===== src/rtl/jdc_pkg.sv =====
`default_nettype none

package jdc_pkg;

  // field widths
  localparam int JD_W       = 39;
  localparam int FRAC_W     = 16;
  localparam int OUT_FRAC_W = 16;
  localparam int YEAR_W     = 16;
  localparam int MONTH_W    = 4;
  localparam int DAY_W      = 5;

  // internal widths, sized from the input range
  localparam int Z_W     = JD_W + 1 - FRAC_W;  // day number after the half-day shift
  localparam int ALPHA_W = 8;                  // gregorian century correction
  localparam int B_W     = 24;                 // shifted day count
  localparam int C_W     = 15;                 // year count from the epoch
  localparam int X_W     = 9;                  // day within the march-based year
  localparam int E_W     = 4;                  // march-based month index

  // first day of the gregorian calendar
  localparam logic [Z_W-1:0] GREG_START = Z_W'(2299161);

  // alpha = floor((4z - 7468865) / 146097)
  localparam int N1_W = Z_W + 1;
  localparam logic [N1_W:0]     ALPHA_OFS = (N1_W + 1)'(7468865);
  localparam logic [N1_W-1:0]   D1        = N1_W'(146097);
  localparam logic [ALPHA_W-1:0] M1       = ALPHA_W'((64'd1 << N1_W) / 64'd146097);

  // b = a + 1524
  localparam logic [B_W-1:0] B_OFS = B_W'(1524);

  // c = floor((20b - 2442) / 7305)
  localparam int N2_W  = B_W + 4;
  localparam int QE2_W = 16;
  localparam logic [N2_W:0]     C_MUL = (N2_W + 1)'(20);
  localparam logic [N2_W:0]     C_OFS = (N2_W + 1)'(2442);
  localparam logic [N2_W-1:0]   D2    = N2_W'(7305);
  localparam logic [QE2_W-1:0]  M2    = QE2_W'((64'd1 << N2_W) / 64'd7305);

  // d = floor(1461c / 4)
  localparam int DP_W = C_W + 11;
  localparam logic [DP_W-1:0] D_MUL = DP_W'(1461);

  // e = floor(10000x / 306001)
  localparam int N3_W  = X_W + 14;
  localparam int QE3_W = E_W + 1;
  localparam logic [N3_W-1:0]  E_MUL = N3_W'(10000);
  localparam logic [N3_W-1:0]  D3    = N3_W'(306001);
  localparam logic [QE3_W-1:0] M3    = QE3_W'((64'd1 << N3_W) / 64'd306001);

  // month and year mapping
  localparam logic [E_W-1:0]     E_WRAP      = E_W'(14);
  localparam logic [E_W-1:0]     E_SUB_LOW   = E_W'(1);
  localparam logic [E_W-1:0]     E_SUB_HIGH  = E_W'(13);
  localparam logic [MONTH_W-1:0] FEBRUARY    = MONTH_W'(2);
  localparam logic [YEAR_W:0]    YEAR_OFS_MF = (YEAR_W + 1)'(4716);
  localparam logic [YEAR_W:0]    YEAR_OFS_JF = (YEAR_W + 1)'(4715);

  // stage hand-over between the sub-blocks
  typedef struct packed {
    logic              valid;
    logic [B_W-1:0]    b;
    logic [FRAC_W-1:0] f;
  } jdc_day_t;

  typedef struct packed {
    logic              valid;
    logic [C_W-1:0]    c;
    logic [X_W-1:0]    x;
    logic [FRAC_W-1:0] f;
  } jdc_cyc_t;

  // floor(306001 * e / 10000): days before the start of month index e
  function automatic logic [X_W-1:0] month_start(input logic [E_W-1:0] e);
    logic [X_W-1:0] v;
    case (e)
      4'd0:    v = 9'd0;
      4'd1:    v = 9'd30;
      4'd2:    v = 9'd61;
      4'd3:    v = 9'd91;
      4'd4:    v = 9'd122;
      4'd5:    v = 9'd153;
      4'd6:    v = 9'd183;
      4'd7:    v = 9'd214;
      4'd8:    v = 9'd244;
      4'd9:    v = 9'd275;
      4'd10:   v = 9'd306;
      4'd11:   v = 9'd336;
      4'd12:   v = 9'd367;
      4'd13:   v = 9'd397;
      4'd14:   v = 9'd428;
      4'd15:   v = 9'd459;
      default: v = 9'd0;
    endcase
    return v;
  endfunction

  // rescale the day fraction to the output precision (truncate or pad with zeros)
  function automatic logic [OUT_FRAC_W-1:0] frac_out(input logic [FRAC_W-1:0] f);
    logic [FRAC_W+OUT_FRAC_W-1:0] w;
    w = {f, {OUT_FRAC_W{1'b0}}};
    return w[FRAC_W+OUT_FRAC_W-1 -: OUT_FRAC_W];
  endfunction

endpackage

`default_nettype wire


===== src/rtl/jdc_alpha.sv =====
`default_nettype none

module jdc_alpha (
  input  wire logic                        clk,
  input  wire logic                        rst_n,
  input  wire logic                        in_valid,
  input  wire logic [jdc_pkg::JD_W-1:0]    in_julian_date,
  output jdc_pkg::jdc_day_t                out_day
);
  import jdc_pkg::*;

  // stage 1: add half a day, split day number and fraction
  logic [JD_W:0]      sum_w;
  logic               v1_r;
  logic [Z_W-1:0]     z1_r, z1_nxt;
  logic [FRAC_W-1:0]  f1_r, f1_nxt;

  always_comb begin
    sum_w  = {1'b0, in_julian_date} + ((JD_W + 1)'(1) << (FRAC_W - 1));
    z1_nxt = sum_w[JD_W:FRAC_W];
    f1_nxt = sum_w[FRAC_W-1:0];
  end

  always_ff @(posedge clk) begin
    if (!rst_n) begin
      v1_r <= 1'b0;
    end else begin
      v1_r <= in_valid;
    end
  end

  always_ff @(posedge clk) begin
    z1_r <= z1_nxt;
    f1_r <= f1_nxt;
  end

  // stage 2: calendar select and numerator of the century correction
  logic [N1_W:0]      n1_full;
  logic               v2_r;
  logic               greg2_r, greg2_nxt;
  logic [N1_W-1:0]    n1_2_r, n1_2_nxt;
  logic [Z_W-1:0]     z2_r;
  logic [FRAC_W-1:0]  f2_r;

  always_comb begin
    greg2_nxt = (z1_r >= GREG_START);
    n1_full   = {z1_r, 2'b00} - ALPHA_OFS;
    n1_2_nxt  = greg2_nxt ? n1_full[N1_W-1:0] : '0;
  end

  always_ff @(posedge clk) begin
    if (!rst_n) begin
      v2_r <= 1'b0;
    end else begin
      v2_r <= v1_r;
    end
  end

  always_ff @(posedge clk) begin
    greg2_r <= greg2_nxt;
    n1_2_r  <= n1_2_nxt;
    z2_r    <= z1_r;
    f2_r    <= f1_r;
  end

  // stage 3: reciprocal estimate of alpha, low by at most one
  logic [N1_W+ALPHA_W-1:0] mul1;
  logic                    v3_r;
  logic [ALPHA_W-1:0]      qe3_r, qe3_nxt;
  logic [N1_W-1:0]         n1_3_r;
  logic                    greg3_r;
  logic [Z_W-1:0]          z3_r;
  logic [FRAC_W-1:0]       f3_r;

  always_comb begin
    mul1    = (N1_W + ALPHA_W)'(n1_2_r) * (N1_W + ALPHA_W)'(M1);
    qe3_nxt = mul1[N1_W +: ALPHA_W];
  end

  always_ff @(posedge clk) begin
    if (!rst_n) begin
      v3_r <= 1'b0;
    end else begin
      v3_r <= v2_r;
    end
  end

  always_ff @(posedge clk) begin
    qe3_r   <= qe3_nxt;
    n1_3_r  <= n1_2_r;
    greg3_r <= greg2_r;
    z3_r    <= z2_r;
    f3_r    <= f2_r;
  end

  // stage 4: remainder check corrects the estimate
  logic [N1_W-1:0]    r1;
  logic               v4_r;
  logic [ALPHA_W-1:0] alpha4_r, alpha4_nxt;
  logic               greg4_r;
  logic [Z_W-1:0]     z4_r;
  logic [FRAC_W-1:0]  f4_r;

  always_comb begin
    r1         = n1_3_r - N1_W'(qe3_r) * D1;
    alpha4_nxt = qe3_r + ALPHA_W'(r1 >= D1);
  end

  always_ff @(posedge clk) begin
    if (!rst_n) begin
      v4_r <= 1'b0;
    end else begin
      v4_r <= v3_r;
    end
  end

  always_ff @(posedge clk) begin
    alpha4_r <= alpha4_nxt;
    greg4_r  <= greg3_r;
    z4_r     <= z3_r;
    f4_r     <= f3_r;
  end

  // stage 5: b = z + correction + 1524
  logic [ALPHA_W-1:0] adj;
  logic               v5_r;
  logic [B_W-1:0]     b5_r, b5_nxt;
  logic [FRAC_W-1:0]  f5_r;

  always_comb begin
    adj    = greg4_r ? (ALPHA_W'(1) + alpha4_r - (alpha4_r >> 2)) : '0;
    b5_nxt = B_W'(z4_r) + B_W'(adj) + B_OFS;
  end

  always_ff @(posedge clk) begin
    if (!rst_n) begin
      v5_r <= 1'b0;
    end else begin
      v5_r <= v4_r;
    end
  end

  always_ff @(posedge clk) begin
    b5_r <= b5_nxt;
    f5_r <= f4_r;
  end

  assign out_day = '{valid: v5_r, b: b5_r, f: f5_r};

endmodule

`default_nettype wire


===== src/rtl/jdc_century.sv =====
`default_nettype none

module jdc_century (
  input  wire logic               clk,
  input  wire logic               rst_n,
  input  wire jdc_pkg::jdc_day_t  in_day,
  output jdc_pkg::jdc_cyc_t       out_cyc
);
  import jdc_pkg::*;

  // stage 6: numerator 20b - 2442
  logic [N2_W:0]     n2_full;
  logic              v6_r;
  logic [N2_W-1:0]   n2_6_r, n2_6_nxt;
  logic [B_W-1:0]    b6_r;
  logic [FRAC_W-1:0] f6_r;

  always_comb begin
    n2_full  = (N2_W + 1)'(in_day.b) * C_MUL - C_OFS;
    n2_6_nxt = n2_full[N2_W-1:0];
  end

  always_ff @(posedge clk) begin
    if (!rst_n) begin
      v6_r <= 1'b0;
    end else begin
      v6_r <= in_day.valid;
    end
  end

  always_ff @(posedge clk) begin
    n2_6_r <= n2_6_nxt;
    b6_r   <= in_day.b;
    f6_r   <= in_day.f;
  end

  // stage 7: reciprocal estimate of c
  logic [N2_W+QE2_W-1:0] mul2;
  logic                  v7_r;
  logic [QE2_W-1:0]      qe7_r, qe7_nxt;
  logic [N2_W-1:0]       n2_7_r;
  logic [B_W-1:0]        b7_r;
  logic [FRAC_W-1:0]     f7_r;

  always_comb begin
    mul2    = (N2_W + QE2_W)'(n2_6_r) * (N2_W + QE2_W)'(M2);
    qe7_nxt = mul2[N2_W +: QE2_W];
  end

  always_ff @(posedge clk) begin
    if (!rst_n) begin
      v7_r <= 1'b0;
    end else begin
      v7_r <= v6_r;
    end
  end

  always_ff @(posedge clk) begin
    qe7_r  <= qe7_nxt;
    n2_7_r <= n2_6_r;
    b7_r   <= b6_r;
    f7_r   <= f6_r;
  end

  // stage 8: remainder check corrects c
  logic [N2_W-1:0]   r2;
  logic [QE2_W-1:0]  c_full;
  logic              v8_r;
  logic [C_W-1:0]    c8_r, c8_nxt;
  logic [B_W-1:0]    b8_r;
  logic [FRAC_W-1:0] f8_r;

  always_comb begin
    r2     = n2_7_r - N2_W'(qe7_r) * D2;
    c_full = qe7_r + QE2_W'(r2 >= D2);
    c8_nxt = c_full[C_W-1:0];
  end

  always_ff @(posedge clk) begin
    if (!rst_n) begin
      v8_r <= 1'b0;
    end else begin
      v8_r <= v7_r;
    end
  end

  always_ff @(posedge clk) begin
    c8_r <= c8_nxt;
    b8_r <= b7_r;
    f8_r <= f7_r;
  end

  // stage 9: d = floor(1461c / 4), day within the year x = b - d
  logic [DP_W-1:0]   dprod;
  logic [B_W-1:0]    d9;
  logic [B_W-1:0]    x_full;
  logic              v9_r;
  logic [X_W-1:0]    x9_r, x9_nxt;
  logic [C_W-1:0]    c9_r;
  logic [FRAC_W-1:0] f9_r;

  always_comb begin
    dprod  = DP_W'(c8_r) * D_MUL;
    d9     = dprod[DP_W-1:2];
    x_full = b8_r - d9;
    x9_nxt = x_full[X_W-1:0];
  end

  always_ff @(posedge clk) begin
    if (!rst_n) begin
      v9_r <= 1'b0;
    end else begin
      v9_r <= v8_r;
    end
  end

  always_ff @(posedge clk) begin
    x9_r <= x9_nxt;
    c9_r <= c8_r;
    f9_r <= f8_r;
  end

  assign out_cyc = '{valid: v9_r, c: c9_r, x: x9_r, f: f9_r};

endmodule

`default_nettype wire


===== src/rtl/jdc_month.sv =====
`default_nettype none

module jdc_month (
  input  wire logic                          clk,
  input  wire logic                          rst_n,
  input  wire jdc_pkg::jdc_cyc_t             in_cyc,
  output logic                               out_valid,
  output logic signed [jdc_pkg::YEAR_W-1:0]  out_year,
  output logic [jdc_pkg::MONTH_W-1:0]        out_month,
  output logic [jdc_pkg::DAY_W-1:0]          out_day_of_month,
  output logic [jdc_pkg::OUT_FRAC_W-1:0]     out_day_fraction
);
  import jdc_pkg::*;

  // stage 10: numerator 10000x
  logic              v10_r;
  logic [N3_W-1:0]   n3_10_r, n3_10_nxt;
  logic [X_W-1:0]    x10_r;
  logic [C_W-1:0]    c10_r;
  logic [FRAC_W-1:0] f10_r;

  assign n3_10_nxt = N3_W'(in_cyc.x) * E_MUL;

  always_ff @(posedge clk) begin
    if (!rst_n) begin
      v10_r <= 1'b0;
    end else begin
      v10_r <= in_cyc.valid;
    end
  end

  always_ff @(posedge clk) begin
    n3_10_r <= n3_10_nxt;
    x10_r   <= in_cyc.x;
    c10_r   <= in_cyc.c;
    f10_r   <= in_cyc.f;
  end

  // stage 11: reciprocal estimate of the month index
  logic [N3_W+QE3_W-1:0] mul3;
  logic                  v11_r;
  logic [QE3_W-1:0]      qe11_r, qe11_nxt;
  logic [N3_W-1:0]       n3_11_r;
  logic [X_W-1:0]        x11_r;
  logic [C_W-1:0]        c11_r;
  logic [FRAC_W-1:0]     f11_r;

  always_comb begin
    mul3     = (N3_W + QE3_W)'(n3_10_r) * (N3_W + QE3_W)'(M3);
    qe11_nxt = mul3[N3_W +: QE3_W];
  end

  always_ff @(posedge clk) begin
    if (!rst_n) begin
      v11_r <= 1'b0;
    end else begin
      v11_r <= v10_r;
    end
  end

  always_ff @(posedge clk) begin
    qe11_r  <= qe11_nxt;
    n3_11_r <= n3_10_r;
    x11_r   <= x10_r;
    c11_r   <= c10_r;
    f11_r   <= f10_r;
  end

  // stage 12: remainder check corrects e
  logic [N3_W-1:0]   r3;
  logic [QE3_W-1:0]  e_full;
  logic              v12_r;
  logic [E_W-1:0]    e12_r, e12_nxt;
  logic [X_W-1:0]    x12_r;
  logic [C_W-1:0]    c12_r;
  logic [FRAC_W-1:0] f12_r;

  always_comb begin
    r3      = n3_11_r - N3_W'(qe11_r) * D3;
    e_full  = qe11_r + QE3_W'(r3 >= D3);
    e12_nxt = e_full[E_W-1:0];
  end

  always_ff @(posedge clk) begin
    if (!rst_n) begin
      v12_r <= 1'b0;
    end else begin
      v12_r <= v11_r;
    end
  end

  always_ff @(posedge clk) begin
    e12_r <= e12_nxt;
    x12_r <= x11_r;
    c12_r <= c11_r;
    f12_r <= f11_r;
  end

  // stage 13: day, month and year into the output registers
  logic [X_W-1:0]            day_full;
  logic [E_W-1:0]            mon_idx;
  logic [YEAR_W:0]           year_full;
  logic                      valid_r;
  logic [YEAR_W-1:0]         year_r, year_nxt;
  logic [MONTH_W-1:0]        month_r, month_nxt;
  logic [DAY_W-1:0]          day_r, day_nxt;
  logic [OUT_FRAC_W-1:0]     frac_r, frac_nxt;

  always_comb begin
    day_full  = x12_r - month_start(e12_r);
    day_nxt   = day_full[DAY_W-1:0];
    mon_idx   = (e12_r < E_WRAP) ? (e12_r - E_SUB_LOW) : (e12_r - E_SUB_HIGH);
    month_nxt = MONTH_W'(mon_idx);
    // january and february belong to the following year
    year_full = (YEAR_W + 1)'(c12_r) - ((month_nxt > FEBRUARY) ? YEAR_OFS_MF : YEAR_OFS_JF);
    year_nxt  = year_full[YEAR_W-1:0];
    frac_nxt  = frac_out(f12_r);
  end

  always_ff @(posedge clk) begin
    if (!rst_n) begin
      valid_r <= 1'b0;
    end else begin
      valid_r <= v12_r;
    end
  end

  always_ff @(posedge clk) begin
    year_r  <= year_nxt;
    month_r <= month_nxt;
    day_r   <= day_nxt;
    frac_r  <= frac_nxt;
  end

  assign out_valid        = valid_r;
  assign out_year         = signed'(year_r);
  assign out_month        = month_r;
  assign out_day_of_month = day_r;
  assign out_day_fraction = frac_r;

endmodule

`default_nettype wire


===== src/rtl/julian_day_to_calendar.sv =====
// Julian Date to calendar date converter.
//
// Input: in_julian_date is a Julian Date in unsigned fixed point with 16
// fraction bits. An item is taken at each rising edge where start is high
// and busy is low. busy stays low: the block takes a new item in every cycle.
//
// Output: out_valid is high for exactly one cycle per item, with out_year
// (astronomical, two's complement), out_month, out_day_of_month and
// out_day_fraction valid in that same cycle. Results leave in the order the
// items came in.
//
// Throughput is one item per cycle. The depth is set by the three divisions
// by constants (reciprocal multiply, then remainder correction), each taking
// two stages, plus the adds and the final date mapping.
//
// A synchronous reset (rst_n low) clears all valid bits, so items in flight
// are dropped and no result appears until new items pass through. The
// receiver cannot stall the block, so there is no back-pressure path.
`default_nettype none

module julian_day_to_calendar (
  input  wire logic                          clk,
  input  wire logic                          rst_n,
  input  wire logic                          start,
  output logic                               busy,
  input  wire logic [jdc_pkg::JD_W-1:0]      in_julian_date,
  output logic                               out_valid,
  output logic signed [jdc_pkg::YEAR_W-1:0]  out_year,
  output logic [jdc_pkg::MONTH_W-1:0]        out_month,
  output logic [jdc_pkg::DAY_W-1:0]          out_day_of_month,
  output logic [jdc_pkg::OUT_FRAC_W-1:0]     out_day_fraction
);
  import jdc_pkg::*;

  logic     in_valid;
  jdc_day_t day_s;
  jdc_cyc_t cyc_s;

  // fully pipelined: never refuses an item
  assign busy     = 1'b0;
  assign in_valid = start & ~busy;

  // day split and gregorian correction
  jdc_alpha u_alpha (
    .clk            (clk),
    .rst_n          (rst_n),
    .in_valid       (in_valid),
    .in_julian_date (in_julian_date),
    .out_day        (day_s)
  );

  // year count and day within the year
  jdc_century u_century (
    .clk     (clk),
    .rst_n   (rst_n),
    .in_day  (day_s),
    .out_cyc (cyc_s)
  );

  // month, day of month and year
  jdc_month u_month (
    .clk              (clk),
    .rst_n            (rst_n),
    .in_cyc           (cyc_s),
    .out_valid        (out_valid),
    .out_year         (out_year),
    .out_month        (out_month),
    .out_day_of_month (out_day_of_month),
    .out_day_fraction (out_day_fraction)
  );

endmodule

`default_nettype wire


===== config.mk =====
export PLATFORM = sky130hd
export DESIGN_NAME = julian_day_to_calendar
export DESIGN_NICKNAME = d
export VERILOG_FILES = /design/src/rtl/jdc_pkg.sv /design/src/rtl/jdc_alpha.sv /design/src/rtl/jdc_century.sv /design/src/rtl/jdc_month.sv /design/src/rtl/julian_day_to_calendar.sv
export SDC_FILE = /design/constraint.sdc
export NUM_CORES = 2
export LEC_CHECK = 0
export BUFFER_PORTS_ARGS = -buffer_cell sky130_fd_sc_hd__clkbuf_2
export CAP_MARGIN = 10
export CORE_MARGIN = 2
export CORE_UTILIZATION = 40
export DETAILED_ROUTE_END_ITERATION = 10
export GPL_TIMING_DRIVEN = 0
export MAX_ROUTING_LAYER = met4
export SKIP_LAST_GASP = 1
export SLEW_MARGIN = 20
export SYNTH_ARGS = -nofsm -noshare
export SYNTH_HDL_FRONTEND = slang
export SYNTH_SLANG_ARGS = --single-unit

===== constraint.sdc =====
create_clock -name clk -period 7.4 [get_ports clk]
set_input_delay 1.48 -clock clk [delete_from_list [all_inputs] [get_ports clk]]
set_output_delay 1.48 -clock clk [all_outputs]
set_load 0.005 [all_outputs]

==> flow_summary.toml <==
[final_layout]
final_cells = 5394
fillCellCount = 9674
drive_gt1_frac = 0.0723
final_design_area_no_fill_sq_mm = 0.0465
syn_to_final_growth_pct = 11.8
fin_nets = 5128

[routing]
drt-vias-per-instance = 4.63
total_number_of_vias = 24963
remaining_drc_errors = 0
postRouteAntennaNets = 0
detailedRoute.firstIterationViolations = 843
drt-pass1-iter-count = 5
wirelength_mm = 72.7
wirelength_per_cell_um = 13.5

[placement]
dp.final_hpwl_mm = 57.9
post-place-cells = 5251
gp_congestion = 0.847
post_dp_cell_area_sq_mm = 0.0437
portBuffers = 83

[global_routing]
global_route_wire_length_before_repair_mm = 124
antenna_found_initial = 1
grt_overflow_total = 0
first_global_vias = 25596
largest_net_degree_at_the_start_of_global_routing = 17
grtUsageTotal = 0.146

[floorplan]
height_of_the_chip_um = 326
die_w_um = 326
core_ar_sq_mm = 0.103
pin_count = 85
overall_die_area_sq_mm = 0.107
floorplan.rows = 118
initial_core_util = 0.402

[clock_tree]
clock_insertion_delay_worst_skew_ns = 0.65
cts_max_level = 3
cts_inserted_buffers = 71
cts_num_sinks = 671
cts-root-buf = "clkbuf_16"
clk_pin_slew_worst_paths_ns = 0.06
clockBufferDepth = 3
cts_tree = "yes"

[logic_synthesis]
synth-main-ff-cell = "dfxtp_1"
ys_seq_elements = 671
synth.top_cell.area_share = 0.323
synth.net_count = 4958
synth.cell_area_sq_mm = 0.0416
synthesis.instances = 3788
synth_top_cells_by_count = "731 x ha_1, 701 x inv_1, 671 x dfxtp_1"
post_synthesis_sequential_area_ratio = 0.323
synthArstFlopShare = 0
number_of_distinct_library_cells_after_synthesis = 81
synth_enable_flop_cells = 0
post-synth-top-count-cell = "ha_1"
synthesized_area_per_cell_sq_um = 11.0
synth_area_leaders = "dfxtp_1 32%, ha_1 22%, fa_1 19%"
count_of_yosys_warnings_during_synthesis = 0
synth_top_cell_by_area = "dfxtp_1"

[sta]
report.final.slew_viol_count = 0
holdWs_ns = 0.301
slew_headroom = 0.460
total_negative_slack_ns = 0
worstMarginPinSlew_ns = 0.800
worst_clock_skew_ns = 0.0332
fmaxAchievable_mhz = 140
setup_viol = 0
timing_hold_violations_final = 0
post-route-min-period_ns = 7.16
min_period_over_period = 0.968

[critical_path]
crit_arrival_ns = 7.69
kind_of_end_point_of_the_critical_path = "register"
critPathLaunchType = "register"
critical_path_class = "reg -> reg"
crit_required_ns = 7.93
critical_path.max_fanout = 7

[flow_run]
cap_violations = 0

[status]
run_status = "complete, no violations"

[hold_path]
hold_path_class = "reg -> reg"
[repair_timing]
action / 4_1_cts / 5_1_grt
hold endpoints to repair: 0 / 0
gates resized for setup: 13 / 31
endpoints found under the setup margin: 8 / 6
hold buffers: 0 / 0
pin swaps: 2 / 4
buffers inserted: 1 / 18
[layer usage]
layer	up-vias	GRT usage	part of all wire
met4	0	0.0410	0.020
met2	276	0.241	0.47
met5	-	-	0
li1	12822	-	-
met1	11773	0.186	0.48
met3	92	0.0214	0.030
[final timing paths]
| path | slack (ns) | depth (start not counted) | to | from |
|---|---|---|---|---|
| max | 0.24 | 25 | u_century.c8_r[8] | u_century.qe7_r[2] |
| min | 0.30 | 0 | u_century.b7_r[2] | u_century.b6_r[2] |
| max reg2reg | 0.24 | 25 | u_century.c8_r[8] | u_century.qe7_r[2] |
| min reg2reg | 0.30 | 0 | u_century.b7_r[2] | u_century.b6_r[2] |
[per-stage QoR]
| stage | setup slack (ns) | utilization |
|---|---|---|
| final | 0.240 | 0.450 |
| after global routing | -0.00917 | 0.450 |
| after CTS | 0.0209 | 0.448 |
| after detailed placement | -0.457 | 0.423 |
| after global placement | -0.578 | 0.423 |
| after floorplan | 0.798 | - |
[layout by cell type, fill, tap and decap left out, drive strengths merged, types with 10 or more instances in the layout]
master    instances
a21o             74
and2             27
buf              21
o21bai           23
o21a             23
nor2b            18
xnor2           169
nand3            53
nand2b           21
o211ai           12
xor2             86
fa              397
clkinvlp         13
ha              731
and3             18
o21ai            79
o31ai            13
mux2i            10
clkinv           22
nand4            35
inv             698
dfxtp           671
a2111oi          11
nor2            121
nand2           100
clkbuf          186
a211oi           17
nor3             41
a21oi           142
a31oi            19
[state kept, by name, summed over array words and instances (netlist names), 24 cells and up, named ones only]
register,flops
u_alpha.z2_r,24
u_alpha.n1_2_r,24
u_alpha.z3_r,24
u_alpha.z1_r,24
u_alpha.b5_r,24
u_alpha.z4_r,24
u_century.n2_7_r,26
u_century.n2_6_r,26
u_alpha.n1_3_r,24
[final cells by class]
class,instances,area (sq um),area share
multi-input cells,2393,25500,0.548
well taps,1380,1730,0.0372
flip-flops and latches,671,13500,0.290
diodes,1,2.50,0.0000538
clock inverters,41,571,0.0123
repair buffers,102,558,0.0120
plain buffers,18,72.6,0.00156
clock buffers,87,1940,0.0417
inverters,701,2660,0.0572
[worst max-delay path, cell delays in order, from the launching register on]
cell        delay [ns]
dfxtp_4           0.37
clkinvlp_4        0.13
buf_4             0.16
fa_1              0.53
inv_1             0.06
fa_1              0.47
ha_1              0.33
fa_1              0.51
fa_1              0.51
fa_1              0.51
inv_1             0.04
ha_1              0.38
a21o_1            0.19
a21oi_1           0.30
nor2_1            0.11
a21oi_1           0.16
nand4_1           0.18
nor4bb_1          0.30
nand4_1           0.15
a311oi_2          0.34
nand4_1           0.12
buf_4             0.17
ha_1              0.25
and3_1            0.21
and3_2            0.26
xnor2_1           0.29
[logic make-up after synthesis]
kind of cell,share of synthesized area
simple gates,0.0590
buf+inv,0.0655
mux,0.00376
xor+xnor,0.0539
flops,0.323
fa+ha+maj,0.411
other cells,0.0000902
compound gates,0.0832
Power is not shown: default switching activity piles up to over one toggle a cycle in this logic, so the estimate is an artifact.
